### config.mk
export PLATFORM = sky130hd
export DESIGN_NAME = register_alu_execute_unit
export DESIGN_NICKNAME = d
export VERILOG_FILES = /design/src/sv/raeu_pkg.sv /design/src/sv/raeu_regfile.sv /design/src/sv/raeu_divider.sv /design/src/sv/register_alu_execute_unit.sv
export SDC_FILE = /design/constraint.sdc
export NUM_CORES = 2
export LEC_CHECK = 0
export BUFFER_PORTS_ARGS = -buffer_cell sky130_fd_sc_hd__buf_2
export CAP_MARGIN = 20
export CORE_MARGIN = 1.5
export CORE_UTILIZATION = 30
export CTS_CLUSTER_SIZE = 24
export DETAILED_ROUTE_END_ITERATION = 7
export SLEW_MARGIN = 30
export SYNTH_ARGS = -nofsm -noshare
export SYNTH_HDL_FRONTEND = slang
export SYNTH_SLANG_ARGS = --single-unit
export TNS_END_PERCENT = 30
### constraint.sdc
create_clock -name clk_i -period 9.94 [get_ports clk_i]
set_input_delay 1.491 -clock clk_i [delete_from_list [all_inputs] [get_ports clk_i]]
set_output_delay 1.491 -clock clk_i [all_outputs]
set_load 0.02 [all_outputs]
### src/sv/raeu_pkg.sv
// raeu_pkg: shared constants, opcodes and types of the register alu execute unit
// no dependencies; imported by every module of the unit
`default_nettype none

package raeu_pkg;

  localparam int NUM_REGS = 16;
  localparam int PC_INDEX = 15;

  localparam int DATA_W  = 32;
  localparam int FIDX_W  = 4;
  localparam int REG_AW  = (NUM_REGS > 2) ? $clog2(NUM_REGS) : 1;
  localparam int CNT_W   = $clog2(DATA_W);
  localparam int ADV_W   = 3;

  localparam logic [REG_AW-1:0] PC_SLOT = REG_AW'(PC_INDEX % NUM_REGS);

  localparam logic [ADV_W-1:0] ADV_NONE  = ADV_W'(0);
  localparam logic [ADV_W-1:0] ADV_NOOP  = ADV_W'(1);
  localparam logic [ADV_W-1:0] ADV_ALU   = ADV_W'(4);
  localparam logic [ADV_W-1:0] ADV_LOADI = ADV_W'(6);

  typedef enum logic [2:0] {
    OP_NOOP  = 3'd0,
    OP_LOADI = 3'd1,
    OP_JUMP  = 3'd2,
    OP_ADD   = 3'd3,
    OP_SUB   = 3'd4,
    OP_MUL   = 3'd5,
    OP_DIV   = 3'd6
  } op_e;

  typedef enum logic [2:0] {
    ST_IDLE,
    ST_EXEC,
    ST_DIV,
    ST_WRITE,
    ST_PC_RD,
    ST_PC_WR
  } exec_state_e;

  typedef enum logic [1:0] {
    DIV_IDLE,
    DIV_RUN,
    DIV_SIGN
  } div_state_e;

  typedef struct packed {
    logic              en;
    logic [REG_AW-1:0] addr;
    logic [DATA_W-1:0] data;
  } rf_wr_t;

endpackage

`default_nettype wire

### src/sv/raeu_regfile.sv
// raeu_regfile: register file memory, two registered read ports, one write port
// per-entry valid bits give the all-zero reset; uses raeu_pkg
`default_nettype none

module raeu_regfile
  import raeu_pkg::*;
(
  input  wire logic              clk_i,
  input  wire logic              rst_ni,
  input  wire rf_wr_t            wr_i,
  input  wire logic [REG_AW-1:0] raddr_a_i,
  input  wire logic [REG_AW-1:0] raddr_b_i,
  output logic      [DATA_W-1:0] rdata_a_o,
  output logic      [DATA_W-1:0] rdata_b_o
);

  logic [DATA_W-1:0]   mem [NUM_REGS];
  logic [NUM_REGS-1:0] vld_q;
  logic [DATA_W-1:0]   rdata_a_q;
  logic [DATA_W-1:0]   rdata_b_q;
  logic                rvld_a_q;
  logic                rvld_b_q;

  always_ff @(posedge clk_i) begin
    if (wr_i.en) begin
      mem[wr_i.addr] <= wr_i.data;
    end
    rdata_a_q <= mem[raddr_a_i];
    rdata_b_q <= mem[raddr_b_i];
  end

  always_ff @(posedge clk_i or negedge rst_ni) begin
    if (!rst_ni) begin
      vld_q    <= '0;
      rvld_a_q <= 1'b0;
      rvld_b_q <= 1'b0;
    end else begin
      if (wr_i.en) begin
        vld_q[wr_i.addr] <= 1'b1;
      end
      rvld_a_q <= vld_q[raddr_a_i];
      rvld_b_q <= vld_q[raddr_b_i];
    end
  end

  assign rdata_a_o = rvld_a_q ? rdata_a_q : '0;
  assign rdata_b_o = rvld_b_q ? rdata_b_q : '0;

endmodule

`default_nettype wire

### src/sv/raeu_divider.sv
// raeu_divider: signed 32-bit division truncating toward zero, one quotient bit a cycle
// restoring shift-subtract on magnitudes, sign fixed in a last cycle; uses raeu_pkg
`default_nettype none

module raeu_divider
  import raeu_pkg::*;
(
  input  wire logic              clk_i,
  input  wire logic              rst_ni,
  input  wire logic              start_i,
  input  wire logic [DATA_W-1:0] dividend_i,
  input  wire logic [DATA_W-1:0] divisor_i,
  output logic                   done_o,
  output logic      [DATA_W-1:0] quotient_o
);

  div_state_e        state_q, state_d;
  logic [CNT_W-1:0]  cnt_q, cnt_d;
  logic [DATA_W-1:0] rem_q, rem_d;
  logic [DATA_W-1:0] quo_q, quo_d;
  logic [DATA_W-1:0] dvs_q, dvs_d;
  logic              neg_q, neg_d;
  logic [DATA_W:0]   rem_sh;
  logic [DATA_W:0]   diff;

  assign rem_sh = {rem_q, quo_q[DATA_W-1]};
  assign diff   = rem_sh - {1'b0, dvs_q};

  always_ff @(posedge clk_i or negedge rst_ni) begin
    if (!rst_ni) begin
      state_q <= DIV_IDLE;
    end else begin
      state_q <= state_d;
    end
  end

  always_ff @(posedge clk_i) begin
    cnt_q <= cnt_d;
    rem_q <= rem_d;
    quo_q <= quo_d;
    dvs_q <= dvs_d;
    neg_q <= neg_d;
  end

  always_comb begin
    state_d    = state_q;
    cnt_d      = cnt_q;
    rem_d      = rem_q;
    quo_d      = quo_q;
    dvs_d      = dvs_q;
    neg_d      = neg_q;
    done_o     = 1'b0;
    quotient_o = neg_q ? (~quo_q + DATA_W'(1)) : quo_q;
    unique case (state_q)
      DIV_IDLE: begin
        if (start_i) begin
          quo_d   = dividend_i[DATA_W-1] ? (~dividend_i + DATA_W'(1)) : dividend_i;
          dvs_d   = divisor_i[DATA_W-1] ? (~divisor_i + DATA_W'(1)) : divisor_i;
          neg_d   = dividend_i[DATA_W-1] ^ divisor_i[DATA_W-1];
          rem_d   = '0;
          cnt_d   = CNT_W'(DATA_W - 1);
          state_d = DIV_RUN;
        end
      end
      DIV_RUN: begin
        if (!diff[DATA_W]) begin
          rem_d = diff[DATA_W-1:0];
          quo_d = {quo_q[DATA_W-2:0], 1'b1};
        end else begin
          rem_d = rem_sh[DATA_W-1:0];
          quo_d = {quo_q[DATA_W-2:0], 1'b0};
        end
        cnt_d = cnt_q - CNT_W'(1);
        if (cnt_q == '0) begin
          state_d = DIV_SIGN;
        end
      end
      DIV_SIGN: begin
        done_o  = 1'b1;
        state_d = DIV_IDLE;
      end
      default: begin
        state_d = DIV_IDLE;
      end
    endcase
  end

endmodule

`default_nettype wire

### src/sv/register_alu_execute_unit.sv
// register_alu_execute_unit: executes decoded instructions against the register file
// uses raeu_pkg, raeu_regfile and raeu_divider
//
// channel  direction  handshake                  payload
// in       input      in_valid_i / in_stall_o    opcode, dest/src indexes, immediate
// out      output     out_valid_o / out_stall_i  next_pc, write_done/index/value, div flag
//
// an item steps through exec, write, pc read and pc write before its result is registered;
// a nonzero divide waits in div while the divider makes one quotient bit a cycle
// the register file reads in the cycle after its address; the destination is written
// before the pc is read back, advanced and written
// reset clears all registers to zero at once through per-entry valid bits
// a new item is taken while a result waits; a stalled result holds the pc update
`default_nettype none

module register_alu_execute_unit
  import raeu_pkg::*;
(
  input  wire logic              clk_i,
  input  wire logic              rst_ni,
  input  wire logic              in_valid_i,
  output logic                   in_stall_o,
  input  wire logic [2:0]        opcode_i,
  input  wire logic [FIDX_W-1:0] dest_index_i,
  input  wire logic [FIDX_W-1:0] src_a_index_i,
  input  wire logic [FIDX_W-1:0] src_b_index_i,
  input  wire logic [DATA_W-1:0] immediate_i,
  output logic                   out_valid_o,
  input  wire logic              out_stall_i,
  output logic      [DATA_W-1:0] next_pc_o,
  output logic                   write_done_o,
  output logic      [FIDX_W-1:0] write_index_o,
  output logic      [DATA_W-1:0] write_value_o,
  output logic                   divide_by_zero_o
);

  exec_state_e       state_q, state_d;
  op_e               op_q, op_d;
  logic [FIDX_W-1:0] dest_q, dest_d;
  logic [DATA_W-1:0] imm_q, imm_d;
  logic              a_ok_q, a_ok_d;
  logic              b_ok_q, b_ok_d;
  logic [DATA_W-1:0] val_q, val_d;
  logic              has_dest_q, has_dest_d;
  logic              dz_q, dz_d;
  logic [ADV_W-1:0]  adv_q, adv_d;
  logic              wrote_q, wrote_d;

  logic              out_valid_q, out_valid_d;
  logic [DATA_W-1:0] out_pc_q, out_pc_d;
  logic              out_wr_q, out_wr_d;
  logic [FIDX_W-1:0] out_idx_q, out_idx_d;
  logic [DATA_W-1:0] out_val_q, out_val_d;
  logic              out_dz_q, out_dz_d;

  rf_wr_t            rf_wr;
  logic [REG_AW-1:0] raddr_a;
  logic [REG_AW-1:0] raddr_b;
  logic [DATA_W-1:0] rdata_a;
  logic [DATA_W-1:0] rdata_b;
  logic [DATA_W-1:0] op_a;
  logic [DATA_W-1:0] op_b;
  logic              div_start;
  logic              div_done;
  logic [DATA_W-1:0] div_quo;
  logic              dest_ok;
  logic              out_free;
  logic              in_xfer;
  logic [DATA_W-1:0] pc_new;

  raeu_regfile u_regfile (
    .clk_i     (clk_i),
    .rst_ni    (rst_ni),
    .wr_i      (rf_wr),
    .raddr_a_i (raddr_a),
    .raddr_b_i (raddr_b),
    .rdata_a_o (rdata_a),
    .rdata_b_o (rdata_b)
  );

  raeu_divider u_divider (
    .clk_i      (clk_i),
    .rst_ni     (rst_ni),
    .start_i    (div_start),
    .dividend_i (op_a),
    .divisor_i  (op_b),
    .done_o     (div_done),
    .quotient_o (div_quo)
  );

  assign in_stall_o = (state_q != ST_IDLE);
  assign in_xfer    = in_valid_i && !in_stall_o;
  assign out_free   = !out_valid_q || !out_stall_i;
  assign dest_ok    = (32'(dest_q) < NUM_REGS);
  assign op_a       = a_ok_q ? rdata_a : '0;
  assign op_b       = b_ok_q ? rdata_b : '0;
  assign pc_new     = (op_q == OP_JUMP) ? imm_q : (rdata_a + DATA_W'(adv_q));

  always_ff @(posedge clk_i or negedge rst_ni) begin
    if (!rst_ni) begin
      state_q     <= ST_IDLE;
      out_valid_q <= 1'b0;
    end else begin
      state_q     <= state_d;
      out_valid_q <= out_valid_d;
    end
  end

  always_ff @(posedge clk_i) begin
    op_q       <= op_d;
    dest_q     <= dest_d;
    imm_q      <= imm_d;
    a_ok_q     <= a_ok_d;
    b_ok_q     <= b_ok_d;
    val_q      <= val_d;
    has_dest_q <= has_dest_d;
    dz_q       <= dz_d;
    adv_q      <= adv_d;
    wrote_q    <= wrote_d;
    out_pc_q   <= out_pc_d;
    out_wr_q   <= out_wr_d;
    out_idx_q  <= out_idx_d;
    out_val_q  <= out_val_d;
    out_dz_q   <= out_dz_d;
  end

  always_comb begin
    state_d     = state_q;
    op_d        = op_q;
    dest_d      = dest_q;
    imm_d       = imm_q;
    a_ok_d      = a_ok_q;
    b_ok_d      = b_ok_q;
    val_d       = val_q;
    has_dest_d  = has_dest_q;
    dz_d        = dz_q;
    adv_d       = adv_q;
    wrote_d     = wrote_q;
    out_valid_d = out_valid_q && out_stall_i;
    out_pc_d    = out_pc_q;
    out_wr_d    = out_wr_q;
    out_idx_d   = out_idx_q;
    out_val_d   = out_val_q;
    out_dz_d    = out_dz_q;
    rf_wr       = '0;
    raddr_a     = REG_AW'(src_a_index_i);
    raddr_b     = REG_AW'(src_b_index_i);
    div_start   = 1'b0;

    unique case (state_q)
      ST_IDLE: begin
        if (in_xfer) begin
          op_d       = op_e'(opcode_i);
          dest_d     = dest_index_i;
          imm_d      = immediate_i;
          a_ok_d     = (32'(src_a_index_i) < NUM_REGS);
          b_ok_d     = (32'(src_b_index_i) < NUM_REGS);
          has_dest_d = 1'b0;
          dz_d       = 1'b0;
          wrote_d    = 1'b0;
          val_d      = '0;
          state_d    = ST_EXEC;
        end
      end
      ST_EXEC: begin
        state_d = ST_WRITE;
        unique case (op_q)
          OP_LOADI: begin
            has_dest_d = 1'b1;
            val_d      = imm_q;
            adv_d      = ADV_LOADI;
          end
          OP_JUMP: begin
            adv_d = ADV_NONE;
          end
          OP_ADD: begin
            has_dest_d = 1'b1;
            val_d      = op_a + op_b;
            adv_d      = ADV_ALU;
          end
          OP_SUB: begin
            has_dest_d = 1'b1;
            val_d      = op_a - op_b;
            adv_d      = ADV_ALU;
          end
          OP_MUL: begin
            has_dest_d = 1'b1;
            val_d      = op_a * op_b;
            adv_d      = ADV_ALU;
          end
          OP_DIV: begin
            adv_d = ADV_ALU;
            if (op_b == '0) begin
              dz_d = 1'b1;
            end else begin
              div_start = 1'b1;
              state_d   = ST_DIV;
            end
          end
          default: begin
            adv_d = ADV_NOOP;
          end
        endcase
      end
      ST_DIV: begin
        if (div_done) begin
          has_dest_d = 1'b1;
          val_d      = div_quo;
          state_d    = ST_WRITE;
        end
      end
      ST_WRITE: begin
        if (has_dest_q && dest_ok) begin
          rf_wr.en   = 1'b1;
          rf_wr.addr = REG_AW'(dest_q);
          rf_wr.data = val_q;
          wrote_d    = 1'b1;
        end
        state_d = ST_PC_RD;
      end
      ST_PC_RD: begin
        raddr_a = PC_SLOT;
        state_d = ST_PC_WR;
      end
      ST_PC_WR: begin
        raddr_a = PC_SLOT;
        if (out_free) begin
          rf_wr.en    = 1'b1;
          rf_wr.addr  = PC_SLOT;
          rf_wr.data  = pc_new;
          out_valid_d = 1'b1;
          out_pc_d    = pc_new;
          out_wr_d    = wrote_q;
          out_idx_d   = wrote_q ? dest_q : '0;
          out_val_d   = wrote_q ? val_q : '0;
          out_dz_d    = dz_q;
          state_d     = ST_IDLE;
        end
      end
      default: begin
        state_d = ST_IDLE;
      end
    endcase
  end

  assign out_valid_o      = out_valid_q;
  assign next_pc_o        = out_pc_q;
  assign write_done_o     = out_wr_q;
  assign write_index_o    = out_idx_q;
  assign write_value_o    = out_val_q;
  assign divide_by_zero_o = out_dz_q;

endmodule

`default_nettype wire

==> Word-level counts from Yosys, hierarchy flattened <==
Memories as Yosys holds them, arrays and structs flattened. A register that Yosys moved wholly into a read port is not among the register bits.
Cells that the tools add are included.
W data, S select, Z words.
{ "word_totals": {"in_bits": 51, "mem_bits_ro": 0, "ff_bits": 273, "wordCells": 151, "mem_bits_rw": 512, "memories": 1, "latch_bits": 0} }
{ "mem_list": {"columns": ["memory", "words", "width", "read_ports", "rd_clocked_by_memory_dff", "wr", "line_no", "text"], "rows": [
  ["u_regfile.mem", 16, 32, 2, 2, 1, "raeu_regfile.sv:17", "logic [DATA_W-1:0] mem [NUM_REGS];"]
]} }
{ "op_classes": {"bitwise_logic": 5, "n_shift": 0, "add_sub_neg": 8, "n_eq_ne": 23, "magnitude_cmp": 4, "muxes": 55, "n_reduce_logical": 29, "mul": 1, "div": 0} }
{ "ops": {"columns": ["operator", "count"], "rows": [
  ["$mux W32", 10],
  ["$pmux W32 S2", 2],
  ["$pmux W32 S4", 1],
  ["$add A32 B1 Y32 const B", 3],
  ["$not A32 Y32", 3],
  ["$pmux W32 S3", 1],
  ["$mux W37", 2],
  ["$pmux W37 S2", 1],
  ["$sub A33 B32 Y33", 1],
  ["$add A32 B3 Y32", 1],
  ["$add A32 B32 Y32", 1],
  ["$logic_not A32 Y1", 1],
  ["$mul A32 B32 Y32", 1],
  ["$sub A32 B32 Y32", 1],
  ["$mux W31", 1],
  ["$mux W1", 20],
  ["$pmux W3 S6", 1],
  ["$ne A2 B2 Y1 const B", 8],
  ["$or A16 B16 Y16", 1],
  ["$eq A3 B3 Y1 const B", 5],
  ["$lt A4 B5 Y1 const B", 3],
  ["$eq A3 B2 Y1 const B", 4],
  ["$reduce_and A4 Y1", 3],
  ["$pmux W5 S2", 1],
  ["30 further kinds", 49]
]} }

==> Longest topological paths before layout <==
{ "logic_depth": {"depth_word": 10, "depth_mapped": 32, "depth_no_buf": 28} }

==> Modules after synthesis <==
From an unflattened synthesis, not the netlist that was laid out.
{ "unflattened": {"hier_cells": 4764, "area_unflattened_um2": 58364.7} }
{ "by_module_without_submodules": {"columns": ["mod", "seq_area_each_um2", "cells_per_inst", "area_per_inst_um2", "n_inst"], "rows": [
  ["raeu_regfile", 17106.4, 1263, 25458.2, 1],
  ["register_alu_execute_unit", 4514.3, 2638, 24985.2, 1],
  ["raeu_divider", 3113.0, 863, 7921.3, 1]
]} }

==> Worst setup path after synthesis <==
Ideal clock, no wire load.
{ "synth_path": {"path_kind": "reg-to-reg", "startpoint": "register u_regfile.rvld_b_q", "endpoint": "register val_q[30], data pin", "t_arrival_ps": 8318, "required_time_ps": 9679, "setup_slack_ps": 1361, "path_stages_with_launch": 33, "setup_ps": 261, "n_path_buf": 6, "synth_period_minus_slack_ps": 8579, "cell_sequence": "dfrtp_1 > clkbuf_1 > clkbuf_1 > clkbuf_1 > clkbuf_1 > clkbuf_1 > nand2_1 > clkbuf_1 > nor2_1 > fa_1 > inv_1 > fa_1 > fa_1 > fa_1 > inv_1 > fa_1 > inv_1 > fa_1 > inv_1 > fa_1 > fa_1 > ha_1 > a21o_1 > a21o_1 > a21oi_1 > nor2_1 > a2111oi_0 > a21oi_1 > a2111oi_0 > nor3_1 > mux2i_1 > a21oi_1 > a221o_1"} }
{ "synth_between": {"elab_chain_len": 4, "word_cells_on_any_way": 6, "classes_between": "2 x add/sub; 1 x mul; 3 x mux"} }
{ "synth_rtl": {"columns": ["item", "line_no", "text"], "rows": [
  ["from (decl)", "raeu_regfile.sv:22", "logic rvld_b_q;"],
  ["from (signal assigned)", "raeu_regfile.sv:42", "rvld_b_q <= vld_q[raddr_b_i];"],
  ["$mux W32 *", "raeu_regfile.sv:47", "assign rdata_b_o = rvld_b_q ? rdata_b_q : '0;"],
  ["$mul A32 B32 Y32 (tied with other cells)", "register_alu_execute_unit.sv:188", "val_d = op_a * op_b;"],
  ["$pmux W32 S4 *", "register_alu_execute_unit.sv:167", "unique case (op_q)"],
  ["$pmux W32 S3 *", "register_alu_execute_unit.sv:150", "unique case (state_q)"],
  ["via val_d[30]", "register_alu_execute_unit.sv:43", "logic [DATA_W-1:0] val_q, val_d;"],
  ["to (signal assigned)", "register_alu_execute_unit.sv:115", "val_q <= val_d;"],
  ["to (decl)", "register_alu_execute_unit.sv:43", null]
]} }
Mark *: on every way through the listed nets, which the timed path passes. The rest lies on a longest branch.
A chain may end at the register's enable or synchronous reset.

==> Worst setup path in the final report <==
{ "layout_path": {"startpoint": "register u_regfile.rvld_a_q", "endpoint": "register val_q[30], data pin"} }
{ "layout_between": {"elab_chain_len": 4, "word_cells_on_any_way": 6, "classes_between": "2 x add/sub; 1 x mul; 3 x mux"} }
{ "layout_rtl": {"columns": ["item", "line_no", "text"], "rows": [
  ["from (decl)", "raeu_regfile.sv:21", "logic rvld_a_q;"],
  ["from (signal assigned)", "raeu_regfile.sv:41", "rvld_a_q <= vld_q[raddr_a_i];"],
  ["$mux W32 *", "raeu_regfile.sv:46", "assign rdata_a_o = rvld_a_q ? rdata_a_q : '0;"],
  ["$mul A32 B32 Y32 (tied with other cells)", "register_alu_execute_unit.sv:188", null],
  ["$pmux W32 S4 *", "register_alu_execute_unit.sv:167", null],
  ["$pmux W32 S3 *", "register_alu_execute_unit.sv:150", null],
  ["via val_d[30]", "register_alu_execute_unit.sv:43", null]
]} }
Marks and branches as above.

==> qor.csv <==
metric;value;unit
routed_wl;197;mm
grt_setup_unrepaired;false;
avgRoutedWirePerCell;26.5;µm
tns;0;ns
synthCells;4774;
leakagePower;0.0246;µW
postLayoutCoreUtil;0.340;
hold_violations;0;
cp_max_fo;20;
drt_iter0_drc;4378;
h-tree-depth;3;
synth-async-reset-ratio;0.0283;
fp.dieH;441;µm
io_pins;123;
ys.warnings.count;0;
grt_usage;0.201;
rr_worst_depth;27;
max_stage_delay;0.58;ns
synth_area_per_cell;12.1;µm²
core_region_area;190000;µm²
synth_top_area_cell;edfxtp_1;
max_slew_margin;0.270;
synth-seq-area-share;0.429;
ant_nets;0;
drc_errors;0;
fp.dieW;441;µm
clkLatencyLatePin;0.73;ns
placement.io_buffers;122;
placed_area;61600;µm²
avgViaCountPerCell;5.38;
timing.critical_path.to_type;register;
grt_overflow_total;0;
grt_first_pass_wirelength;285;mm
synth_cell_type_count;79;
ys_seq_elements;849;
cp_num_buf_inv;5;
setup_violations;0;
place_hpwl;142;mm
period_share;0.928;
peakVddDrop;0.000764;V
tightest_slew;1.08;ns
antenna_found_initial;5;
fin_total_pwr;24500;µW
hold_start;dz_q;
fin_skew;0.0575;ns
hold-worst-slack;0.460;ns
synth_area;57600;µm²
holdPathEnd;divide_by_zero_o;
nets;5500;
clock_path_buffers;3;
start_kind;register;
p_per_area;379;nW/µm²
synthToLayoutAreaGrowth;12.2;%
rrSetupSlack;0.72;ns
synth.net_count;5423;
crit_family;adder cells;
holdBufCountCts;0;
hold_class;register to register;
crit_type;register to register;
cts.repair.resized;0;
synth_edf_count;761;
ys.flop_type;edfxtp_1;
final_cell_mix;761 x edfxtp_1, 490 x nand2_1, 470 x nor2_1, 459 x inv_1, 409 x fa_1;
cts.clk_slew.worst_paths;0.06;ns
drive_gt1_frac;0.158;
antenna_cells;0;
cts-buffers-inserted;87;
dieArea;195000;µm²
cap_viol_max_count;0;
critical_path_required;10.40;ns
clockRootBuffer;clkbuf_16;
crit_top_cell;fa_1;
cts_num_sinks;849;
grt_max_degree;115;
slew_viol_final;0;
start_util;0.303;
cts_setup_buffers;0;
layout_commonest_cell;edfxtp_1;
timing.rr.start;u_regfile.rvld_a_q;
max_freq;108;MHz
rows;160;
drtPass1Iterations;6;
fin_crit;9.22;ns
gp_congestion;0.987;
vias;40000;
synth_top_area_share;0.397;
cpMaxStageDelayCell;fa_1;
reg2reg_to;val_q[30];
synth_area_leaders;edfxtp_1 40%, fa_1 14%, mux4_2 12%, ha_1 4.1%, nand2_1 3.2%;
min_path_cells;0;
arrival;9.68;ns
postLayoutCellArea;64700;µm²
grt_pass1_vias;41400;
outcome;finished clean;
cts_tree;yes;
worst max path at each step:
stage,from,endpoint,cells after the start
3_3_place_gp,u_regfile.rvld_b_q,val_q[30],25
5_1_grt,u_regfile.rvld_b_q,val_q[31],26
2_1_floorplan,u_regfile.rvld_b_q,val_q[30],32
6_report,u_regfile.rvld_a_q,val_q[30],27
4_1_cts,u_regfile.rvld_a_q,val_q[30],27
3_5_place_dp,u_regfile.rvld_b_q,val_q[30],25
cell usage after synthesis, types with 16 or more instances:
cell / count
and2_1: 101
mux2i_1: 32
xor2_1: 103
nor2_1: 488
a21oi_1: 113
clkbuf_1: 211
a31oi_1: 46
nand2_1: 491
xnor2_1: 172
mux4_2: 297
nand2b_1: 26
dfrtp_1: 24
a22o_1: 36
fa_1: 409
o21ai_0: 149
dfxtp_1: 64
a21o_1: 41
o22ai_1: 24
o31ai_1: 33
inv_1: 460
o21bai_1: 16
nand3_1: 83
nor3_1: 31
edfxtp_1: 761
buf_1: 53
or3_1: 21
ha_1: 189
or2_2: 24
a211oi_1: 48
flip-flops by register name, summed over array words and instances (netlist names), 4 cells and up:
name,count
u_regfile.vld_q,16
write_value_o,32
u_regfile.mem,512
write_index_o,4
u_divider.dvs_q,32
imm_q,32
next_pc_o,32
u_regfile.rdata_a_q,32
u_divider.cnt_q,5
dest_q,4
u_divider.rem_q,32
val_q,32
u_regfile.rdata_b_q,32
u_divider.quo_q,32
area by class of cell:
cell class	count	area, µm²
Clock buffer	111	2410
Clock inverter	51	591
Fill cell	18700	126000
Inverter	472	1770
Multi-Input combinational cell	3181	30300
Sequential cell	849	24700
Tap cell	2511	3140
Timing Repair Buffer	260	1710
layer usage:
layer  track usage  wire (µm)
met3        0.0310      14500
met4         0.109      12000
met2         0.343      97100
met1         0.245      73700
met5             0         23
cell families after synthesis:
kind of cell | Yosys count | share of synthesized area
AOI/OAI and AO/OA | 614 | 0.0696
xor gates and xnor gates | 275 | 0.0418
adders and majority gates | 600 | 0.183
buffers and inverters | 744 | 0.0487
DFF | 849 | 0.429
muxes | 335 | 0.123
and+or+nand+nor | 1357 | 0.104
stage by stage:
stage	instances	worst slack, ns
2_1_floorplan	4774	1.36
3_3_place_gp	7272	0.997
3_5_place_dp	7272	0.860
4_1_cts	7434	0.860
5_1_grt	7435	0.396
6_report	7435	0.720
report_power, final:
group	internal [µW]	total (µW)	switching, µW
Combinational	5680	15800	10100
Sequential	4760	5330	571
Clock	1940	3440	1510
Total	12400	24500	12200
worst register-to-register path, delay by kind of cell (launching register included):
| kind | cells | cell delay, ns |
|---|---|---|
| adder cells (fa/ha/maj) | 9 | 4.20 |
| AO/OA/AOI/OAI | 8 | 2.25 |
| buffers and inverters | 5 | 1.03 |
| AND/OR/NAND/NOR | 4 | 0.66 |
| flip-flops | 1 | 0.50 |
| multiplexers | 1 | 0.37 |
Power figures use the tool's default switching activity.
